--- config.mk ---
export PLATFORM = sky130hd
export DESIGN_NAME = speck128_block_cipher_core
export DESIGN_NICKNAME = d
export VERILOG_FILES = /design/src/rtl/spk_pkg.sv /design/src/rtl/speck128_block_cipher_core.sv /design/src/rtl/spk_ctrl.sv /design/src/rtl/spk_datapath.sv
export SDC_FILE = /design/constraint.sdc
export NUM_CORES = 2
export LEC_CHECK = 0
export BUFFER_PORTS_ARGS = -buffer_cell sky130_fd_sc_hd__clkbuf_2
export CORE_MARGIN = 3
export CORE_UTILIZATION = 56
export CTS_BUF_LIST = sky130_fd_sc_hd__clkbuf_4
export CTS_CLUSTER_DIAMETER = 120
export DETAILED_ROUTE_END_ITERATION = 7
export PLACE_DENSITY = 0.76
export SETUP_SLACK_MARGIN = 0.1
export SYNTH_ARGS = -nofsm -noshare
export SYNTH_HDL_FRONTEND = slang
export SYNTH_SLANG_ARGS = --single-unit
--- constraint.sdc ---
create_clock -name clk_i -period 7.3 [get_ports clk_i]
set_input_delay 1.46 -clock clk_i [delete_from_list [all_inputs] [get_ports clk_i]]
set_output_delay 1.46 -clock clk_i [all_outputs]
set_load 0.03 [all_outputs]
--- src/rtl/spk_pkg.sv ---
// ----------------------------------------------------------------------------
// spk_pkg: shared types and constants for the Speck 128/128 core
// Round count, word and key store geometry, rotation helpers and the
// command struct that the controller sends to the datapath.
// ----------------------------------------------------------------------------
`default_nettype none

package spk_pkg;

  // Cipher geometry
  localparam int ROUNDS    = 32;
  localparam int WORD_W    = 64;
  localparam int KEY_DEPTH = 32;
  localparam int KEY_IDX_W = $clog2(KEY_DEPTH);

  // Rotation amounts of the round function
  localparam int ROT_X = 8;
  localparam int ROT_Y = 3;

  // Round counter wide enough for both a round index and a key index
  localparam int RND_BITS = (ROUNDS > 1) ? $clog2(ROUNDS) : 1;
  localparam int RND_W    = (RND_BITS > KEY_IDX_W) ? RND_BITS : KEY_IDX_W;

  typedef logic [WORD_W-1:0]    word_t;
  typedef logic [KEY_IDX_W-1:0] key_idx_t;
  typedef logic [RND_W-1:0]     rnd_t;

  localparam rnd_t LAST_RND = RND_W'(ROUNDS - 1);

  // Input action codes
  localparam logic ACT_KEY   = 1'b0;
  localparam logic ACT_BLOCK = 1'b1;

  // Direction codes
  localparam logic MODE_ENC = 1'b0;
  localparam logic MODE_DEC = 1'b1;

  // Controller to datapath commands
  typedef struct packed {
    logic key_we;    // write one round key
    logic blk_load;  // capture a new block into the x/y registers
    logic round_en;  // apply one round to x/y
    logic out_load;  // copy x/y into the output register
    rnd_t rd_round;  // round whose key is fetched this cycle
  } spk_cmd_t;

  function automatic word_t rotr_x(input word_t v);
    return (v >> ROT_X) | (v << (WORD_W - ROT_X));
  endfunction

  function automatic word_t rotl_x(input word_t v);
    return (v << ROT_X) | (v >> (WORD_W - ROT_X));
  endfunction

  function automatic word_t rotr_y(input word_t v);
    return (v >> ROT_Y) | (v << (WORD_W - ROT_Y));
  endfunction

  function automatic word_t rotl_y(input word_t v);
    return (v << ROT_Y) | (v >> (WORD_W - ROT_Y));
  endfunction

endpackage

`default_nettype wire

--- src/rtl/speck128_block_cipher_core.sv ---
// ----------------------------------------------------------------------------
// speck128_block_cipher_core: Speck 128/128 with a loaded round key store
// Key write transactions fill the key store; block transactions are
// encrypted or decrypted according to the direction register.
// ----------------------------------------------------------------------------
//
//   channel  handshake                payload
//   -------  -----------------------  ---------------------------------------
//   in       in_valid_i / in_stall_o  action, key_index, key_word, block x/y
//   out      out_valid_o/ out_stall_i result_low, result_high
//   cfg      cfg_valid_i/ cfg_ready_o decrypt_mode (cfg_data_i)
//
// A key write is taken while idle and leaves the core idle. A block is loaded,
// passed through all ROUNDS rounds of the single round unit in turn, and then
// moved into the output register; the key memory read is registered and addressed with the upcoming round.
// A new transaction is taken while a result still waits on out_stall_i; a
// finished block holds until the output register is free.
// Reset clears the controller and the direction register; the key store is
// not cleared.
// ----------------------------------------------------------------------------
`default_nettype none

module speck128_block_cipher_core (
  input  wire logic              clk_i,
  input  wire logic              rst_ni,
  input  wire logic              in_valid_i,
  output logic                   in_stall_o,
  input  wire logic              action_i,
  input  wire spk_pkg::key_idx_t key_index_i,
  input  wire spk_pkg::word_t    key_word_i,
  input  wire spk_pkg::word_t    block_low_i,
  input  wire spk_pkg::word_t    block_high_i,
  output logic                   out_valid_o,
  input  wire logic              out_stall_i,
  output spk_pkg::word_t         result_low_o,
  output spk_pkg::word_t         result_high_o,
  input  wire logic              cfg_valid_i,
  output logic                   cfg_ready_o,
  input  wire logic              cfg_data_i
);
  import spk_pkg::*;

  spk_cmd_t cmd;
  logic     cfg_we;

  // Accept configuration at any time
  assign cfg_ready_o = 1'b1;
  assign cfg_we      = cfg_valid_i && cfg_ready_o;

  spk_ctrl u_ctrl (
    .clk_i       (clk_i),
    .rst_ni      (rst_ni),
    .in_valid_i  (in_valid_i),
    .action_i    (action_i),
    .out_stall_i (out_stall_i),
    .in_stall_o  (in_stall_o),
    .out_valid_o (out_valid_o),
    .cmd_o       (cmd)
  );

  spk_datapath u_dp (
    .clk_i         (clk_i),
    .rst_ni        (rst_ni),
    .cmd_i         (cmd),
    .cfg_we_i      (cfg_we),
    .cfg_data_i    (cfg_data_i),
    .key_index_i   (key_index_i),
    .key_word_i    (key_word_i),
    .block_low_i   (block_low_i),
    .block_high_i  (block_high_i),
    .result_low_o  (result_low_o),
    .result_high_o (result_high_o)
  );

endmodule

`default_nettype wire

--- src/rtl/spk_ctrl.sv ---
// ----------------------------------------------------------------------------
// spk_ctrl: sequencer for the Speck 128/128 core
// Accepts transactions while idle, steps the round counter and hands the
// finished block to the output register when it is free.
// ----------------------------------------------------------------------------
`default_nettype none

module spk_ctrl (
  input  wire logic          clk_i,
  input  wire logic          rst_ni,
  input  wire logic          in_valid_i,
  input  wire logic          action_i,
  input  wire logic          out_stall_i,
  output logic               in_stall_o,
  output logic               out_valid_o,
  output spk_pkg::spk_cmd_t  cmd_o
);
  import spk_pkg::*;

  typedef enum logic [1:0] {
    ST_IDLE,
    ST_ROUND,
    ST_DONE
  } state_e;

  state_e state_q, state_d;
  rnd_t   rnd_q, rnd_d;
  logic   out_valid_q, out_valid_d;
  logic   in_take;
  logic   out_free;

  // Decode handshakes
  assign in_take  = (state_q == ST_IDLE) && in_valid_i;
  assign out_free = !out_valid_q || !out_stall_i;

  // Drive datapath commands
  always_comb begin
    cmd_o          = '0;
    cmd_o.key_we   = in_take && (action_i == ACT_KEY);
    cmd_o.blk_load = in_take && (action_i == ACT_BLOCK);
    cmd_o.round_en = (state_q == ST_ROUND);
    cmd_o.out_load = (state_q == ST_DONE) && out_free;
    cmd_o.rd_round = (state_q == ST_ROUND) ? rnd_q + rnd_t'(1) : '0;
  end

  // Compute next state
  always_comb begin
    state_d     = state_q;
    rnd_d       = rnd_q;
    out_valid_d = out_valid_q;
    if (!out_stall_i) begin
      out_valid_d = 1'b0;
    end
    unique case (state_q)
      ST_IDLE: begin
        if (cmd_o.blk_load) begin
          state_d = ST_ROUND;
          rnd_d   = '0;
        end
      end
      ST_ROUND: begin
        if (rnd_q == LAST_RND) begin
          state_d = ST_DONE;
        end else begin
          rnd_d = rnd_q + rnd_t'(1);
        end
      end
      ST_DONE: begin
        if (out_free) begin
          state_d     = ST_IDLE;
          out_valid_d = 1'b1;
        end
      end
      default: begin
        state_d = ST_IDLE;
      end
    endcase
  end

  // Hold state and registered outputs
  always_ff @(posedge clk_i or negedge rst_ni) begin
    if (!rst_ni) begin
      state_q     <= ST_IDLE;
      rnd_q       <= '0;
      out_valid_q <= 1'b0;
    end else begin
      state_q     <= state_d;
      rnd_q       <= rnd_d;
      out_valid_q <= out_valid_d;
    end
  end

  assign in_stall_o  = (state_q != ST_IDLE);
  assign out_valid_o = out_valid_q;

endmodule

`default_nettype wire

--- src/rtl/spk_datapath.sv ---
// ----------------------------------------------------------------------------
// spk_datapath: key store, round function and output register
// One Speck round per cycle on the x/y registers, keys fetched in the cycle
// before their round from a single-port-read key memory.
// ----------------------------------------------------------------------------
`default_nettype none

module spk_datapath (
  input  wire logic              clk_i,
  input  wire logic              rst_ni,
  input  wire spk_pkg::spk_cmd_t cmd_i,
  input  wire logic              cfg_we_i,
  input  wire logic              cfg_data_i,
  input  wire spk_pkg::key_idx_t key_index_i,
  input  wire spk_pkg::word_t    key_word_i,
  input  wire spk_pkg::word_t    block_low_i,
  input  wire spk_pkg::word_t    block_high_i,
  output spk_pkg::word_t         result_low_o,
  output spk_pkg::word_t         result_high_o
);
  import spk_pkg::*;

  word_t    key_mem [KEY_DEPTH];
  word_t    key_q;
  key_idx_t rd_addr;
  rnd_t     rd_rev;
  logic     mode_q;
  word_t    x_q, x_d;
  word_t    y_q, y_d;
  word_t    enc_x, enc_y;
  word_t    dec_t, dec_u;
  word_t    dec_x, dec_y;
  word_t    res_lo_q, res_hi_q;

  // Hold direction register
  always_ff @(posedge clk_i or negedge rst_ni) begin
    if (!rst_ni) begin
      mode_q <= MODE_ENC;
    end else if (cfg_we_i) begin
      mode_q <= cfg_data_i;
    end
  end

  // Select key address: forward or reversed round order
  assign rd_rev  = LAST_RND - cmd_i.rd_round;
  assign rd_addr = (mode_q == MODE_DEC) ? rd_rev[KEY_IDX_W-1:0]
                                        : cmd_i.rd_round[KEY_IDX_W-1:0];

  // Write and read the key store
  always_ff @(posedge clk_i) begin
    if (cmd_i.key_we) begin
      key_mem[key_index_i] <= key_word_i;
    end
    key_q <= key_mem[rd_addr];
  end

  // Forward round
  assign enc_x = (rotr_x(x_q) + y_q) ^ key_q;
  assign enc_y = rotl_y(y_q) ^ enc_x;

  // Inverse round
  assign dec_t = y_q ^ x_q;
  assign dec_y = rotr_y(dec_t);
  assign dec_u = (x_q ^ key_q) - dec_y;
  assign dec_x = rotl_x(dec_u);

  // Advance block state
  always_comb begin
    x_d = x_q;
    y_d = y_q;
    priority if (cmd_i.blk_load) begin
      x_d = block_high_i;
      y_d = block_low_i;
    end else if (cmd_i.round_en) begin
      x_d = (mode_q == MODE_DEC) ? dec_x : enc_x;
      y_d = (mode_q == MODE_DEC) ? dec_y : enc_y;
    end else begin
      x_d = x_q;
      y_d = y_q;
    end
  end

  always_ff @(posedge clk_i) begin
    x_q <= x_d;
    y_q <= y_d;
    if (cmd_i.out_load) begin
      res_lo_q <= y_q;
      res_hi_q <= x_q;
    end
  end

  assign result_low_o  = res_lo_q;
  assign result_high_o = res_hi_q;

endmodule

`default_nettype wire

---- Yosys cells after proc, flatten, opt, wreduce, memory -nomap -nowiden ----
Memory sizes are Yosys's and may differ from the RTL's. A register that Yosys moved wholly into a read port is not among the register bits.
Cells that the tools add are included.
W data, S select, Z words.
word-level totals
  register bits after elaboration ......... 265
  latch bits .............................. 0
  bits in writable memories ............... 2048
  ROM bits ................................ 0
  input bits .............................. 204
  output and inout bits ................... 131
  logic and storage cells ................. 62
  memories kept ........................... 1
cells by class
  add/subtract/negate cells ............... 4
  multipliers ............................. 0
  div/mod/pow operators ................... 0
  order comparisons ....................... 0
  equality and inequality tests ........... 7
  shifts and indexed selects .............. 0
  mux-type cells .......................... 20
  bitwise operators ....................... 9
  reduce and logical (&&, ||, !) cells .... 13
memory list
  memory        depth  bits a word  rd ports  clocked after memory_dff  write ports  line                text
  u_dp.key_mem  32     64           1         1                         1            spk_datapath.sv:23  word_t key_mem [KEY_DEPTH];
operators with widths
  operator               count
  $mux W64               6
  $xor A64 B64 Y64       4
  $add A64 B64 Y64       1
  $or A56 B64 Y64        1
  $or A61 B64 Y64        1
  $or A64 B3 Y64         1
  $or A64 B8 Y64         1
  $sub A64 B64 Y64       1
  $mux W5                4
  $pmux W5 S2            1
  $mux W2                3
  $pmux W2 S3            1
  $reduce_and A3 Y1      2
  $reduce_bool A2 Y1     3
  $add A5 B1 Y5 const B  1
  $eq A5 B5 Y1 const B   1
  $mux W1                5
  $sub A5 B5 Y5 const A  1
  $logic_and A1 B1 Y1    4
  $ne A2 B1 Y1 const B   2
  $ne A2 B2 Y1 const B   2
  $eq A2 B1 Y1 const B   1
  $eq A2 B2 Y1 const B   1
  $logic_not A1 Y1       2
  3 further kinds        3

---- Logic depth before layout (Yosys ltp) ----
  depth after elaboration ................. 7
  mapped depth ............................ 15
  mapped depth without buffers ............ 15

---- Modules after synthesis ----
Synthesis repeated with hierarchy kept, for this count alone.
second synthesis, totals
  cells, all modules ...................... 5431
  area, all modules ....................... 99683.1 µm²
modules (own cells, without submodules)
  module                      times used  cells an instance  area each (µm²)  sequential area each (µm²)
  spk_datapath                1           5382               99175.1          70492.6
  spk_ctrl                    1           47                 496.7            200.2
  speck128_block_cipher_core  1           2                  11.3             0.0

---- Worst setup path before layout ----
Ideal clock, no wire load.
  path type ............................... in2reg
  start point ............................. in out_stall_i
  end point ............................... reg u_dp.res_hi_q[0], in the netlist u_dp.result_high_o[0] (enable)
  library setup time ...................... 0.658 ns
  data arrival time ....................... 7.486 ns
  data required time ...................... 6.642 ns
  setup slack ............................. -0.845 ns
  cell stages on the path ................. 1
  buffers on the path ..................... 0
  path through ............................ a21oi_1
between the ends
  word-level cells in the longest chain between the ends .. 3
ends and longest elaborated chain
  what                  line                              text
  start, declared       speck128_block_cipher_core.sv:34  input wire logic out_stall_i,
  $logic_not A1 Y1      spk_ctrl.sv:34                    assign out_free = !out_valid_q || !out_stall_i;
  $logic_or A1 B1 Y1    spk_ctrl.sv:34
  $logic_and A1 B1 Y1   spk_ctrl.sv:42                    cmd_o.out_load = (state_q == ST_DONE) && out_free;
  end signal, assigned  spk_datapath.sv:88                res_hi_q <= x_q;
  end, declared         spk_datapath.sv:33                word_t res_lo_q, res_hi_q;
Every way passes these cells.
A chain may end at the register's enable or synchronous reset.

---- Worst setup path after layout ----
  start point ............................. reg u_dp.y_q[3]
  end point ............................... reg u_dp.x_q[0] (data pin)
between the ends
  word-level cells in the longest chain between the ends .. 7
ends and longest elaborated chain
  what                    line                text
  start, declared         spk_datapath.sv:29  word_t y_q, y_d;
  start signal, assigned  spk_datapath.sv:85  y_q <= y_d;
  $xor A64 B64 Y64        spk_datapath.sv:62  assign dec_t = y_q ^ x_q;
  $or A61 B64 Y64         spk_pkg.sv:56       return (v >> ROT_Y) | (v << (WORD_W - ROT_Y));
  $sub A64 B64 Y64        spk_datapath.sv:64  assign dec_u = (x_q ^ key_q) - dec_y;
  $or A64 B8 Y64          spk_pkg.sv:52       return (v << ROT_X) | (v >> (WORD_W - ROT_X));
  $mux W64                spk_datapath.sv:75  x_d = (mode_q == MODE_DEC) ? dec_x : enc_x;
  $mux W64                spk_datapath.sv:74  end else if (cmd_i.round_en) begin
  $mux W64                spk_datapath.sv:71  priority if (cmd_i.blk_load) begin
  via u_dp.x_d[0]         spk_datapath.sv:28  word_t x_q, x_d;
  end signal, assigned    spk_datapath.sv:84  x_q <= x_d;
  end, declared           spk_datapath.sv:28
The timed path passes the listed nets, and every way through them passes these cells. The select of a mux whose other input is x is not followed.

==> flow_metrics.env <==
export IMPL_critical_path_reg2reg_startpoint="u_dp.y_q[3]$_DFFE_PP_"
export IMPL_fraction_of_synthesis_flops_using_an_asynchronous_set_or_reset_pin_pct=0.379
export IMPL_p_clk_share_pct=18.8
export IMPL_status="complete, but fails checks"
export IMPL_die_width_um=427
export IMPL_worst_pin_slew_ns=1.29
export IMPL_fmax_mhz=201
export IMPL_detail_route_vias_per_cell=6.38
export IMPL_power_per_cell_area_mw_per_mm2=529
export IMPL_final_setup_worst_slack_ns=2.32
export IMPL_detailedPlacementHpwl_um=159000
export IMPL_p_leak_nw=37.6
export IMPL_synthesis_area_mm2=0.0994
export IMPL_grt_pass1_wl_um=384000
export IMPL_number_of_pins_with_negative_max_slew_slack_in_the_final_report=0
export IMPL_ys_top_cells_by_area="sky130_fd_sc_hd__edfxtp_1, sky130_fd_sc_hd__mux4_2, sky130_fd_sc_hd__xnor2_1, sky130_fd_sc_hd__ha_1, sky130_fd_sc_hd__dfxtp_1"
export IMPL_hold_path_startpoint="block_high_i[48]"
export IMPL_track_usage_pct=29.4
export IMPL_startpoint_type="flop"
export IMPL_yosysSeqAreaShare_pct=71.1
export IMPL_synth_net_count=5536
export IMPL_drc=3
export IMPL_synthCells=5202
export IMPL_mostFrequentLayoutCells="sky130_fd_sc_hd__edfxtp_1, sky130_fd_sc_hd__clkbuf_4, sky130_fd_sc_hd__mux4_2, sky130_fd_sc_hd__clkbuf_2, sky130_fd_sc_hd__a21oi_1"
export IMPL_critPathArrivalTime_ns=6.00
export IMPL_clock_skew_final_ns=0.112
export IMPL_tns_ns=0
export IMPL_violations="design-rule violations"
export IMPL_critPathSlowestCell="sky130_fd_sc_hd__a21oi_1"
export IMPL_clockRootBuffer="sky130_fd_sc_hd__clkbuf_4"
export IMPL_postCtsSetupBuffers=0
export IMPL_postRouteAntennaNets=0
export IMPL_path_common_cell="sky130_fd_sc_hd__a21oi_1"
export IMPL_share_of_cells_above_drive_strength_1_pct=33.1
export IMPL_clock_tree_buffer_depth=4
export IMPL_clock_sink_count=2377
export IMPL_fillCellCount=12126
export IMPL_rsz0062_at_grt="false"
export IMPL_critPathCaptureType="flop"
export IMPL_synth_yosys_warnings=0
export IMPL_power_switching_share_pct=39.8
export IMPL_clk_transition_reported_paths_ns=0.07
export IMPL_dr_first_iter_drc_count=6687
export IMPL_worstSetupPathType="reg -> reg"
export IMPL_p_seq_share_pct=29.9
export IMPL_critical_path_required_ns=8.33
export IMPL_std_cell_rows=154
export IMPL_fin_crit_share_pct=68.2
export IMPL_cts_resized=0
export IMPL_core_mm2=0.176
export IMPL_largest_net_degree_at_the_start_of_global_routing=142
export IMPL_port_buffers=333
export IMPL_hold_slack_ns=0.404
export IMPL_routedWlPerCell_um=30.6
export IMPL_floorplan_io_pins=335
export IMPL_syn2layout_area_growth_pct=12.5
export IMPL_antenna_found_initial=22
export IMPL_worstSetupStartpoint="u_dp.y_q[3]$_DFFE_PP_"
export IMPL_cp_slowest_stage_delay_ns=0.71
export IMPL_power_internal_mw=35.6
export IMPL_timing_slew_headroom_pct=13.5
export IMPL_timing_final_crit_period_ns=4.98
export IMPL_synth_cell_type_count=83
export IMPL_h_tree_depth=6
export IMPL_route_vias_total=55732
export IMPL_maxCapViolCount=0
export IMPL_layout_commonest_cell="sky130_fd_sc_hd__edfxtp_1"
export IMPL_ys_seq_elements=2377
export IMPL_die_height_um=427
export IMPL_number_of_nets_in_the_final_layout=6293
export IMPL_wl_um=267000
export IMPL_synth_top_area_share_pct=69.6
export IMPL_grt_ovfl_total=0
export IMPL_p_comb_share_pct=51.2
export IMPL_worst_path_max_fanout=4
export IMPL_drtPass1Iterations=8
export IMPL_clock_latency_ns=1.39
export IMPL_postSynth_topFlopCell="sky130_fd_sc_hd__edfxtp_1"
export IMPL_detailedPlace_worstSlack_ns=2.48
export IMPL_floorplan_die_area_mm2=0.183
export IMPL_first_global_vias=56385
export IMPL_critical_path_cell_chain="xor2_1, ha_1, inv_1, fa_1, a21oi_1, o21ai_1, a21oi_1, o31ai_1, a21oi_1, o41ai_2, a221o_1, a41oi_1, nor3_1, nor4_1, nor3b_1"
export IMPL_last_weighted_congestion_value_of_the_routability_driven_placer=0.997
export IMPL_cts_inserted_buffers=607
export IMPL_postSynthAreaPerCell_um2=19.1
export IMPL_cts_tree="yes"
export IMPL_effective_utilization_at_floorplan_pct=56.4
export IMPL_cts_hold_repair_buffers=1
export IMPL_netlist_top_cell_by_area="sky130_fd_sc_hd__edfxtp_1"
export IMPL_post_layout_total_power_mw=59.2
export IMPL_finalHoldViolations=0
export IMPL_synth_enable_flop_cells=2304
export IMPL_finalSetupViolCount=0
export IMPL_power_switching_mw=23.6
export IMPL_ir_worst_vdd_mv=0.688
export IMPL_hp_class="in -> reg"
[state kept, by name, summed over array words and instances, names as in the netlist, 2 cells and up]
register / count
u_ctrl.rnd_q: 5
u_dp.x_q: 64
u_dp.y_q: 64
u_ctrl.state_q: 2
u_dp.key_mem: 2048
u_dp.result_low_o: 64
u_dp.result_high_o: 64
u_dp.key_q: 64
[final cells by class]
type / count / area, um^2 / area share [%]
Tap cell: 2340 / 2930 / 2.62
Clock inverter: 159 / 952 / 0.851
Inverter: 41 / 155 / 0.139
Timing Repair Buffer: 413 / 2720 / 2.43
Antenna cell: 20 / 50.0 / 0.0447
Multi-Input combinational cell: 2519 / 27800 / 24.9
Clock buffer: 869 / 6520 / 5.83
Sequential cell: 2377 / 70700 / 63.2
[cells in the mapped netlist (6+ instances only)]
cell type,count
sky130_fd_sc_hd__a21oi_1,224
sky130_fd_sc_hd__inv_1,41
sky130_fd_sc_hd__o211ai_1,12
sky130_fd_sc_hd__o21ai_0,108
sky130_fd_sc_hd__buf_1,20
sky130_fd_sc_hd__o21ai_1,38
sky130_fd_sc_hd__a31oi_1,32
sky130_fd_sc_hd__mux2i_1,46
sky130_fd_sc_hd__a211oi_1,47
sky130_fd_sc_hd__a21o_1,84
sky130_fd_sc_hd__o31ai_1,13
sky130_fd_sc_hd__clkbuf_1,174
sky130_fd_sc_hd__mux2_2,85
sky130_fd_sc_hd__or3_1,9
sky130_fd_sc_hd__nand4_1,36
sky130_fd_sc_hd__edfxtp_1,2304
sky130_fd_sc_hd__and3_1,15
sky130_fd_sc_hd__nor3_1,29
sky130_fd_sc_hd__mux4_2,641
sky130_fd_sc_hd__o21bai_1,28
sky130_fd_sc_hd__buf_2,69
sky130_fd_sc_hd__nor2_1,193
sky130_fd_sc_hd__dfxtp_1,64
sky130_fd_sc_hd__nor2b_1,18
sky130_fd_sc_hd__xnor2_1,217
sky130_fd_sc_hd__a221o_1,6
sky130_fd_sc_hd__and2_1,27
sky130_fd_sc_hd__nand3_1,33
sky130_fd_sc_hd__xor2_1,128
sky130_fd_sc_hd__nand2_1,185
sky130_fd_sc_hd__dfrtp_1,9
sky130_fd_sc_hd__ha_1,128
sky130_fd_sc_hd__o21a_1,18
sky130_fd_sc_hd__nand2b_1,26
[path summary, 6_finish.rpt]
check | endpoint | cells past startpoint | slack [ns]
worst max-delay path | u_dp.x_q[0]$_DFFE_PP_ | 15 | 2.32
worst min-delay path | u_dp.x_q[48]$_DFFE_PP_ | 2 | 0.40
worst max register to register | u_dp.x_q[0]$_DFFE_PP_ | 15 | 2.32
worst min register to register | u_ctrl.rnd_q[4]$_DFFE_PN0P_ | 2 | 0.52
max in group asynchronous | u_ctrl.state_q[1]$_DFFE_PN0P_ | 2 | 6.27
min in group asynchronous | u_dp.mode_q$_DFFE_PN0P_ | 2 | 0.62
[stage by stage]
stage / utilization [%] / instance area (um^2) / instances
2_1_floorplan: - / 99400 / 5202
3_3_place_gp: 59.2 / 104000 / 7689
3_5_place_dp: 59.2 / 104000 / 7689
4_1_cts: 63.4 / 112000 / 8718
5_1_grt: 63.4 / 112000 / 8733
6_report: 63.4 / 112000 / 8738
[worst max-delay path: cells and delay by family (launching register included)]
family                   cells  cell delay, ns
AO/OA/AOI/OAI                8            2.72
adder cells (fa/ha/maj)      2            0.68
flip-flops                   1            0.51
AND/OR/NAND/NOR              3            0.45
XOR/XNOR                     1            0.25
buffers and inverters        1            0.07
[power groups by stage]
stage,Sequential [mW],Combinational [mW],Clock (mW)
after global routing,17.7,32.2,12.1
after global placement,17.9,29.7,0
after detailed placement,17.9,29.7,0
final,17.7,30.3,11.1
after floorplan,17.2,21.8,0
after CTS,17.6,29.9,11.4
[metal layers]
layer  GRT usage (%)  wire length (um)
met1            39.3             99000
met2            46.2            129000
met3            7.54             28000
met4            12.9             11800
met5               0                66
[cell families (layout without fill, tap and decap cells)]
family                     Yosys count  in the layout  synth area share [%]
other                                1             21               0.00377
xor gates and xnor gates           346            346                  3.06
muxes                              774            774                  16.0
and+or+nand+nor                    600            600                  2.79
adders and majority gates          130            130                  1.65
buffers and inverters              306           1482                  1.25
DFF                               2377           2377                  71.1
AOI/OAI and AO/OA                  668            668                  4.19
Note: power is estimated with default switching activity, not from simulation.
